### src/hw/rtl/nht_pkg.sv
// Shared types, opcodes and status codes for the next hop table.
package nht_pkg;

  localparam int unsigned MAX_HOPS_DEF = 16;
  localparam int unsigned FACE_W       = 16;
  localparam int unsigned COST_W       = 64;
  localparam int unsigned COUNT_W      = 5;

  localparam logic [2:0] OP_ADD    = 3'd0;
  localparam logic [2:0] OP_REMOVE = 3'd1;
  localparam logic [2:0] OP_QUERY  = 3'd2;
  localparam logic [2:0] OP_CLEAR  = 3'd3;
  localparam logic [2:0] OP_SORT   = 3'd4;

  localparam logic [1:0] ST_OK        = 2'd0;
  localparam logic [1:0] ST_NOT_FOUND = 2'd1;
  localparam logic [1:0] ST_FULL      = 2'd2;

  typedef struct packed {
    logic [FACE_W-1:0] face;
    logic [COST_W-1:0] cost;
  } nht_entry_t;

endpackage

### src/hw/rtl/next_hop_table_core.sv
// Top level: sequencer around the entry memory of the next hop table.
// Each request first scans the entries for its face, then executes and reads the head entry;
// add moves the old head to the entry's slot and writes the entry to the head, remove shifts
// later entries down one slot, and sort is an insertion sort by ascending cost.
// Flow: one request at a time; in_stall stays high until the result registers.
// Reset: synchronous active-low rst_n empties the list; memory contents are not cleared.
module next_hop_table_core #(
  parameter int unsigned MAX_HOPS = nht_pkg::MAX_HOPS_DEF
) (
  input  logic                        clk,
  input  logic                        rst_n,
  input  logic                        in_valid,
  output logic                        in_stall,
  input  logic [2:0]                  in_opcode,
  input  logic [nht_pkg::FACE_W-1:0]  in_face_id,
  input  logic [nht_pkg::COST_W-1:0]  in_hop_cost,
  output logic                        out_valid,
  input  logic                        out_stall,
  output logic [1:0]                  out_status,
  output logic                        out_hit,
  output logic [nht_pkg::COUNT_W-1:0] out_entry_count,
  output logic [nht_pkg::FACE_W-1:0]  out_head_face,
  output logic [nht_pkg::COST_W-1:0]  out_head_cost
);
  import nht_pkg::*;

  localparam int unsigned AW = (MAX_HOPS > 1) ? $clog2(MAX_HOPS) : 1;
  localparam int unsigned CW = $clog2(MAX_HOPS + 1);

  typedef enum logic [15:0] {
    S_IDLE  = 16'h0001,
    S_LRD   = 16'h0002,
    S_LCMP  = 16'h0004,
    S_EXEC  = 16'h0008,
    S_ARD   = 16'h0010,
    S_ASW   = 16'h0020,
    S_AHW   = 16'h0040,
    S_RRD   = 16'h0080,
    S_RWR   = 16'h0100,
    S_SRD   = 16'h0200,
    S_SKEY  = 16'h0400,
    S_SJRD  = 16'h0800,
    S_SJCMP = 16'h1000,
    S_HRD   = 16'h2000,
    S_DONE  = 16'h4000,
    S_SPARE = 16'h8000
  } state_t;

  state_t            state_r, state_nxt;
  logic [2:0]        op_r, op_nxt;
  logic [FACE_W-1:0] face_r, face_nxt;
  logic [COST_W-1:0] cost_r, cost_nxt;
  logic [CW-1:0]     cnt_r, cnt_nxt;
  logic [CW-1:0]     idx_r, idx_nxt;
  logic [CW-1:0]     pos_r, pos_nxt;
  logic [CW-1:0]     j_r, j_nxt;
  logic              found_r, found_nxt;
  logic [1:0]        status_r, status_nxt;
  nht_entry_t        key_r, key_nxt;

  logic              ovalid_r, ovalid_nxt;
  logic [1:0]        ostatus_r, ostatus_nxt;
  logic              ohit_r, ohit_nxt;
  logic [COUNT_W-1:0] ocount_r, ocount_nxt;
  logic [FACE_W-1:0] oface_r, oface_nxt;
  logic [COST_W-1:0] ocost_r, ocost_nxt;

  logic              we, re;
  logic [AW-1:0]     waddr, raddr;
  nht_entry_t        wdata, rdata;
  logic [CW-1:0]     idx_inc;

  nht_mem #(.DEPTH(MAX_HOPS), .AW(AW)) u_mem (
    .clk   (clk),
    .we    (we),
    .waddr (waddr),
    .wdata (wdata),
    .re    (re),
    .raddr (raddr),
    .rdata (rdata)
  );

  assign idx_inc = idx_r + 1'b1;

  always_comb begin
    state_nxt   = state_r;
    op_nxt      = op_r;
    face_nxt    = face_r;
    cost_nxt    = cost_r;
    cnt_nxt     = cnt_r;
    idx_nxt     = idx_r;
    pos_nxt     = pos_r;
    j_nxt       = j_r;
    found_nxt   = found_r;
    status_nxt  = status_r;
    key_nxt     = key_r;
    ovalid_nxt  = ovalid_r && out_stall;
    ostatus_nxt = ostatus_r;
    ohit_nxt    = ohit_r;
    ocount_nxt  = ocount_r;
    oface_nxt   = oface_r;
    ocost_nxt   = ocost_r;
    we          = 1'b0;
    re          = 1'b0;
    waddr       = '0;
    raddr       = '0;
    wdata       = key_r;

    unique case (state_r)
      S_IDLE: begin
        if (in_valid) begin
          op_nxt     = in_opcode;
          face_nxt   = in_face_id;
          cost_nxt   = in_hop_cost;
          idx_nxt    = '0;
          pos_nxt    = '0;
          found_nxt  = 1'b0;
          status_nxt = ST_OK;
          state_nxt  = S_LRD;
        end
      end
      S_LRD: begin
        if (idx_r < cnt_r) begin
          re        = 1'b1;
          raddr     = idx_r[AW-1:0];
          state_nxt = S_LCMP;
        end else begin
          state_nxt = S_EXEC;
        end
      end
      S_LCMP: begin
        if (rdata.face == face_r) begin
          found_nxt = 1'b1;
          pos_nxt   = idx_r;
          state_nxt = S_EXEC;
        end else begin
          idx_nxt   = idx_inc;
          state_nxt = S_LRD;
        end
      end
      S_EXEC: begin
        state_nxt = S_HRD;
        case (op_r)
          OP_ADD: begin
            key_nxt = '{face: face_r, cost: cost_r};
            if (found_r) begin
              state_nxt = S_ARD;
            end else if (cnt_r >= CW'(MAX_HOPS)) begin
              status_nxt = ST_FULL;
            end else begin
              pos_nxt   = cnt_r;
              cnt_nxt   = cnt_r + 1'b1;
              state_nxt = S_ARD;
            end
          end
          OP_REMOVE: begin
            if (found_r) begin
              idx_nxt   = pos_r;
              state_nxt = S_RRD;
            end else begin
              status_nxt = ST_NOT_FOUND;
            end
          end
          OP_QUERY: begin
            status_nxt = found_r ? ST_OK : ST_NOT_FOUND;
          end
          OP_CLEAR: begin
            cnt_nxt = '0;
          end
          OP_SORT: begin
            idx_nxt   = CW'(1);
            state_nxt = S_SRD;
          end
          default: begin
            status_nxt = ST_OK;
          end
        endcase
      end
      S_ARD: begin
        re        = 1'b1;
        raddr     = '0;
        state_nxt = S_ASW;
      end
      S_ASW: begin
        if (pos_r != '0) begin
          we    = 1'b1;
          waddr = pos_r[AW-1:0];
          wdata = rdata;
        end
        state_nxt = S_AHW;
      end
      S_AHW: begin
        we        = 1'b1;
        waddr     = '0;
        wdata     = key_r;
        state_nxt = S_HRD;
      end
      S_RRD: begin
        if (idx_inc < cnt_r) begin
          re        = 1'b1;
          raddr     = idx_inc[AW-1:0];
          state_nxt = S_RWR;
        end else begin
          cnt_nxt   = cnt_r - 1'b1;
          state_nxt = S_HRD;
        end
      end
      S_RWR: begin
        we        = 1'b1;
        waddr     = idx_r[AW-1:0];
        wdata     = rdata;
        idx_nxt   = idx_inc;
        state_nxt = S_RRD;
      end
      S_SRD: begin
        if (idx_r < cnt_r) begin
          re        = 1'b1;
          raddr     = idx_r[AW-1:0];
          state_nxt = S_SKEY;
        end else begin
          state_nxt = S_HRD;
        end
      end
      S_SKEY: begin
        key_nxt   = rdata;
        j_nxt     = idx_r;
        state_nxt = S_SJRD;
      end
      S_SJRD: begin
        if (j_r == '0) begin
          we        = 1'b1;
          waddr     = '0;
          wdata     = key_r;
          idx_nxt   = idx_inc;
          state_nxt = S_SRD;
        end else begin
          re        = 1'b1;
          raddr     = AW'(j_r - 1'b1);
          state_nxt = S_SJCMP;
        end
      end
      S_SJCMP: begin
        we    = 1'b1;
        waddr = j_r[AW-1:0];
        if (rdata.cost > key_r.cost) begin
          wdata     = rdata;
          j_nxt     = j_r - 1'b1;
          state_nxt = S_SJRD;
        end else begin
          wdata     = key_r;
          idx_nxt   = idx_inc;
          state_nxt = S_SRD;
        end
      end
      S_HRD: begin
        re        = 1'b1;
        raddr     = '0;
        state_nxt = S_DONE;
      end
      S_DONE: begin
        if (!ovalid_r || !out_stall) begin
          ovalid_nxt  = 1'b1;
          ostatus_nxt = status_r;
          ohit_nxt    = found_r;
          ocount_nxt  = COUNT_W'(cnt_r);
          oface_nxt   = (cnt_r != '0) ? rdata.face : '0;
          ocost_nxt   = (cnt_r != '0) ? rdata.cost : '0;
          state_nxt   = S_IDLE;
        end
      end
      default: begin
        state_nxt = S_IDLE;
      end
    endcase
  end

  always_ff @(posedge clk) begin
    if (!rst_n) begin
      state_r  <= S_IDLE;
      cnt_r    <= '0;
      ovalid_r <= 1'b0;
    end else begin
      state_r  <= state_nxt;
      cnt_r    <= cnt_nxt;
      ovalid_r <= ovalid_nxt;
    end
  end

  always_ff @(posedge clk) begin
    op_r      <= op_nxt;
    face_r    <= face_nxt;
    cost_r    <= cost_nxt;
    idx_r     <= idx_nxt;
    pos_r     <= pos_nxt;
    j_r       <= j_nxt;
    found_r   <= found_nxt;
    status_r  <= status_nxt;
    key_r     <= key_nxt;
    ostatus_r <= ostatus_nxt;
    ohit_r    <= ohit_nxt;
    ocount_r  <= ocount_nxt;
    oface_r   <= oface_nxt;
    ocost_r   <= ocost_nxt;
  end

  assign in_stall        = (state_r != S_IDLE);
  assign out_valid       = ovalid_r;
  assign out_status      = ostatus_r;
  assign out_hit         = ohit_r;
  assign out_entry_count = ocount_r;
  assign out_head_face   = oface_r;
  assign out_head_cost   = ocost_r;

endmodule

### src/hw/rtl/nht_mem.sv
// Simple dual-port entry memory with registered read data.
module nht_mem #(
  parameter int unsigned DEPTH = nht_pkg::MAX_HOPS_DEF,
  parameter int unsigned AW    = 4
) (
  input  logic               clk,
  input  logic               we,
  input  logic [AW-1:0]      waddr,
  input  nht_pkg::nht_entry_t wdata,
  input  logic               re,
  input  logic [AW-1:0]      raddr,
  output nht_pkg::nht_entry_t rdata
);
  import nht_pkg::*;

  nht_entry_t mem [DEPTH];
  nht_entry_t rdata_r;

  always_ff @(posedge clk) begin
    if (we) begin
      mem[waddr] <= wdata;
    end
    if (re) begin
      rdata_r <= mem[raddr];
    end
  end

  assign rdata = rdata_r;

endmodule

### config.mk
export PLATFORM = sky130hd
export DESIGN_NAME = next_hop_table_core
export DESIGN_NICKNAME = d
export VERILOG_FILES = /design/src/hw/rtl/nht_pkg.sv /design/src/hw/rtl/next_hop_table_core.sv /design/src/hw/rtl/nht_mem.sv
export SDC_FILE = /design/constraint.sdc
export NUM_CORES = 2
export LEC_CHECK = 0
export BUFFER_PORTS_ARGS = -buffer_cell sky130_fd_sc_hd__buf_4
export CORE_MARGIN = 4
export CORE_UTILIZATION = 26
export CTS_CLUSTER_SIZE = 14
export DETAILED_ROUTE_END_ITERATION = 7
export HOLD_SLACK_MARGIN = 0.1
export PLACE_DENSITY = 0.43
export SLEW_MARGIN = 5
export SYNTH_ARGS = -nofsm -noshare
export SYNTH_HDL_FRONTEND = slang
export SYNTH_SLANG_ARGS = --single-unit
### constraint.sdc
create_clock -name clk -period 5.6 [get_ports clk]
set_input_delay 0.56 -clock clk [delete_from_list [all_inputs] [get_ports clk]]
set_output_delay 0.56 -clock clk [all_outputs]
set_load 0.01 [all_outputs]
==> results.md <==
- Commonest non-fill, non-tap cell in the layout: edfxtp_1
- Yosys reg bits: 1,650
- Global-route wire length before repair: 296.6 mm
- Setup slack after layout: 0.2173 ns
- Area Growth Syn to Fin: 19.85%
- CP Cell Sequence: ha_1 -> nand4_1 -> nor4_4 -> nand4_1 -> a31oi_1 -> a211oi_1 -> a21oi_1 -> buf_4 -> a21o_1 -> buf_4 -> a221o_1
- Slew Limit Headroom: 24.84%
- H-tree levels: 4
- Final Core Density: 31.44%
- Syn_area_per_cell: 16.08 um2
- CP max stage cell: a31oi_1
- Yosys synthesis warning count: 0
- Core ar.: 252,300 um2
- Largest net degree at the start of global routing: 98
- Register area share after synthesis: 74.54%
- Delay-heaviest family, CP: compound AO/OA/AOI/OAI gates
- Layout cell share with drive strength beyond 1: 16.19%
- Placed Cells incl. Taps: 7,534
- Power per Cell Area: 346.4 nW/um2
- CTS Buf Count: 187
- Mux contribution to synthesized area: 7.085%
- 1st-iter DRT viols: 3,287
- Final setup viols: 0
- Port Buf Inserts: 176
- Setup crit end kind: register
- Die height: 512.6 um
- CP arrival: 5.91 ns
- EDFF count, synth: 1,629
- Fin. Hold Viols: 0
- CTS tree: built
- Skew-Pair Late Insertion Delay: 0.83 ns
- Most used DFF post-synth: edfxtp_1
- DRT Wirelength: 209.1 mm
- Crit start category: register
- Reg clk slew, reported paths: 0.06 ns
- Post-synthesis simple-gate area fraction: 5.543%
- DP HPWL: 112.7 mm
- Synth Area in Adders: 1.437%
- Total gr overflow: 0
- Synth cell types: 64
- Die width: 512.6 um
- Synthesized area: 66,190 um2
- Maximum clock rate: 185.8 MHz
- Status: finished clean
- Largest area contributor in the netlist: edfxtp_1
- Layout Cells excl Fill: 7,964
- Largest family of logic cells by synthesized area: compound AO/OA/AOI/OAI gates
- Min-delay worst type: input pin to register
- Routed via count: 38,540
- Compound-Gate Fraction of Synth Area: 8.917%
- Number of global-route vias before repair: 38,800
- Maxcap violations: 0
- Max VDD drop: 0.2476 mV
- CP max FO: 21
- Die ar.: 262,700 um2
- Xor/xnor cell area share of the yosys netlist: 0.2779%
- Placer Congestion: 0.7524
- Critical path class: register to register
- Hold Slack: 0.2213 ns
- Post-route DRC: 0
- Period utilization: 96.12%
- Ys async rst share: 0%
- Slew Limit Fails: 0
- Commonest cells after routing, fill and taps aside: edfxtp_1 (1,629), nand2_1 (331), mux2i_1 (311)
- Worst stage delay on the critical path: 0.66 ns
- Top cells by area, synth: edfxtp_1 (74%), mux2i_1 (4.7%), mux2_2 (2.2%)
- Initial Util: 26.23%
- Worst path required time: 6.13 ns
- Top cell type's share of synthesized area: 73.91%
- Crit path buf inv count: 2
- Slew @ Worst Pin: 1.127 ns
- Worst Skew: 0.02780 ns
- Syn Inst Count: 4,117
- Root Driver: clkbuf_16
- 1st-pass router iterations: 5
- Drt wl/cell: 26.26 um
- GRT Total Usage: 15.45%
- Clock period minus worst slack: 5.383 ns
- Cell leakage power: 27.85 nW
- Post-DRT Antenna Nets: 0
- Vias/cell: 4.839
- # rows: 184
- Clock sink count: 1,650
- Synthesized Nets: 4,280
- Setup Buffers After CTS: 0
- Initial antenna violation count: 5
- Fin nets: 4,623
- I/O Pins: 177
- RSZ-0062 raised after global routing: false
- Max clock buf depth: 3
- Worst slack at placement: -0.5088 ns
-- sequential cells by signal, indices dropped and copies added, names as in the netlist, 15 cells and up --
name,count
out_head_cost,64
out_head_face,16
state_r,15
key_r,80
u_mem.mem,1280
face_r,16
cost_r,64
u_mem.rdata,80
-- worst min-delay path, stage by stage --
cell and delay (ns):
buf_4 0.09, o21ai_0 0.10, a21oi_1 0.14
-- path summary, 6_finish.rpt --
check                       start          endpoint  slack [ns]  cells past startpoint
hold / removal           in_valid           found_r        0.22                      3
hold reg to reg       status_r[1]     out_status[1]        0.43                      0
setup / recovery  u_mem.rdata[16]  u_mem.mem[3][17]        0.22                     11
setup reg to reg  u_mem.rdata[16]  u_mem.mem[3][17]        0.22                     11
-- per-stage QoR --
stage / power (mW) / TNS (ns) / cell area (um2)
CTS: 27.87 / 0 / 79320
global placement: 16.08 / -431.66 / 72680
global route: 28.54 / 0 / 79320
detailed placement: 16.07 / -381.71 / 72680
floorplan: 15.22 / -429.47 / 66190
finish: 27.48 / 0 / 79320
-- logic make-up (layout without fill, tap and decap cells) --
group	after synthesis	after routing
XOR/XNOR	21	21
adder cells (fa/ha/maj)	76	76
AO/OA/AOI/OAI	814	814
AND/OR/NAND/NOR	766	766
flip-flops	1650	1650
buffers and inverters	339	837
multiplexers	451	451
other	0	1
-- layout make-up --
| class | count | area [um2] |
|---|---|---|
| repair buffers | 408 | 4026 |
| well taps | 3348 | 4189 |
| clock inverters | 106 | 794.5 |
| multi-input cells | 2128 | 15670 |
| fillers | 24840 | 173000 |
| diodes | 1 | 2.502 |
| clock buffers | 238 | 4977 |
| flip-flops and latches | 1650 | 49340 |
| inverters | 85 | 324.1 |
-- cell usage after synthesis, types with 7 or more instances --
cell	instances
mux2_2	130
mux2_1	10
nand2b_1	7
a31oi_1	15
inv_1	85
a21oi_1	278
nand2_1	333
ha_1	76
nor2b_1	82
buf_1	11
nor3_1	19
a22o_1	12
xor2_1	18
a221oi_1	144
dfxtp_1	21
nand3_1	182
clkbuf_1	134
nor4b_1	7
edfxtp_1	1629
nand4_1	22
a22oi_1	157
mux2i_1	311
a221o_1	133
buf_2	96
buf_4	9
o21ai_0	30
nor4_1	14
nor2_1	60
-- what timing repair did --
action	CTS	global route
endpoints found under the hold margin	93	0
gates resized for setup	2	0
hold buffers	85	0
endpoints found under the setup margin	1280	0
-- layer usage --
layer  global-route usage (%)  routed length [um]  vias to the layer above
met5                        0                   0                        -
met4                    3.484                3872                        0
met3                    2.356                9472                      254
met2                    25.53              100200                     1025
met1                    21.43               95610                    20160
li1                         -                   -                    17100
-- where the power goes --
part           total, mW  internal (mW)  switching, mW  leakage, nW
Clock               11.7           6.59           5.06         2.81
Sequential          14.1           13.8          0.266         14.9
Combinational       1.76          0.619           1.14         10.2
Note: power is estimated with default switching activity, not from simulation.
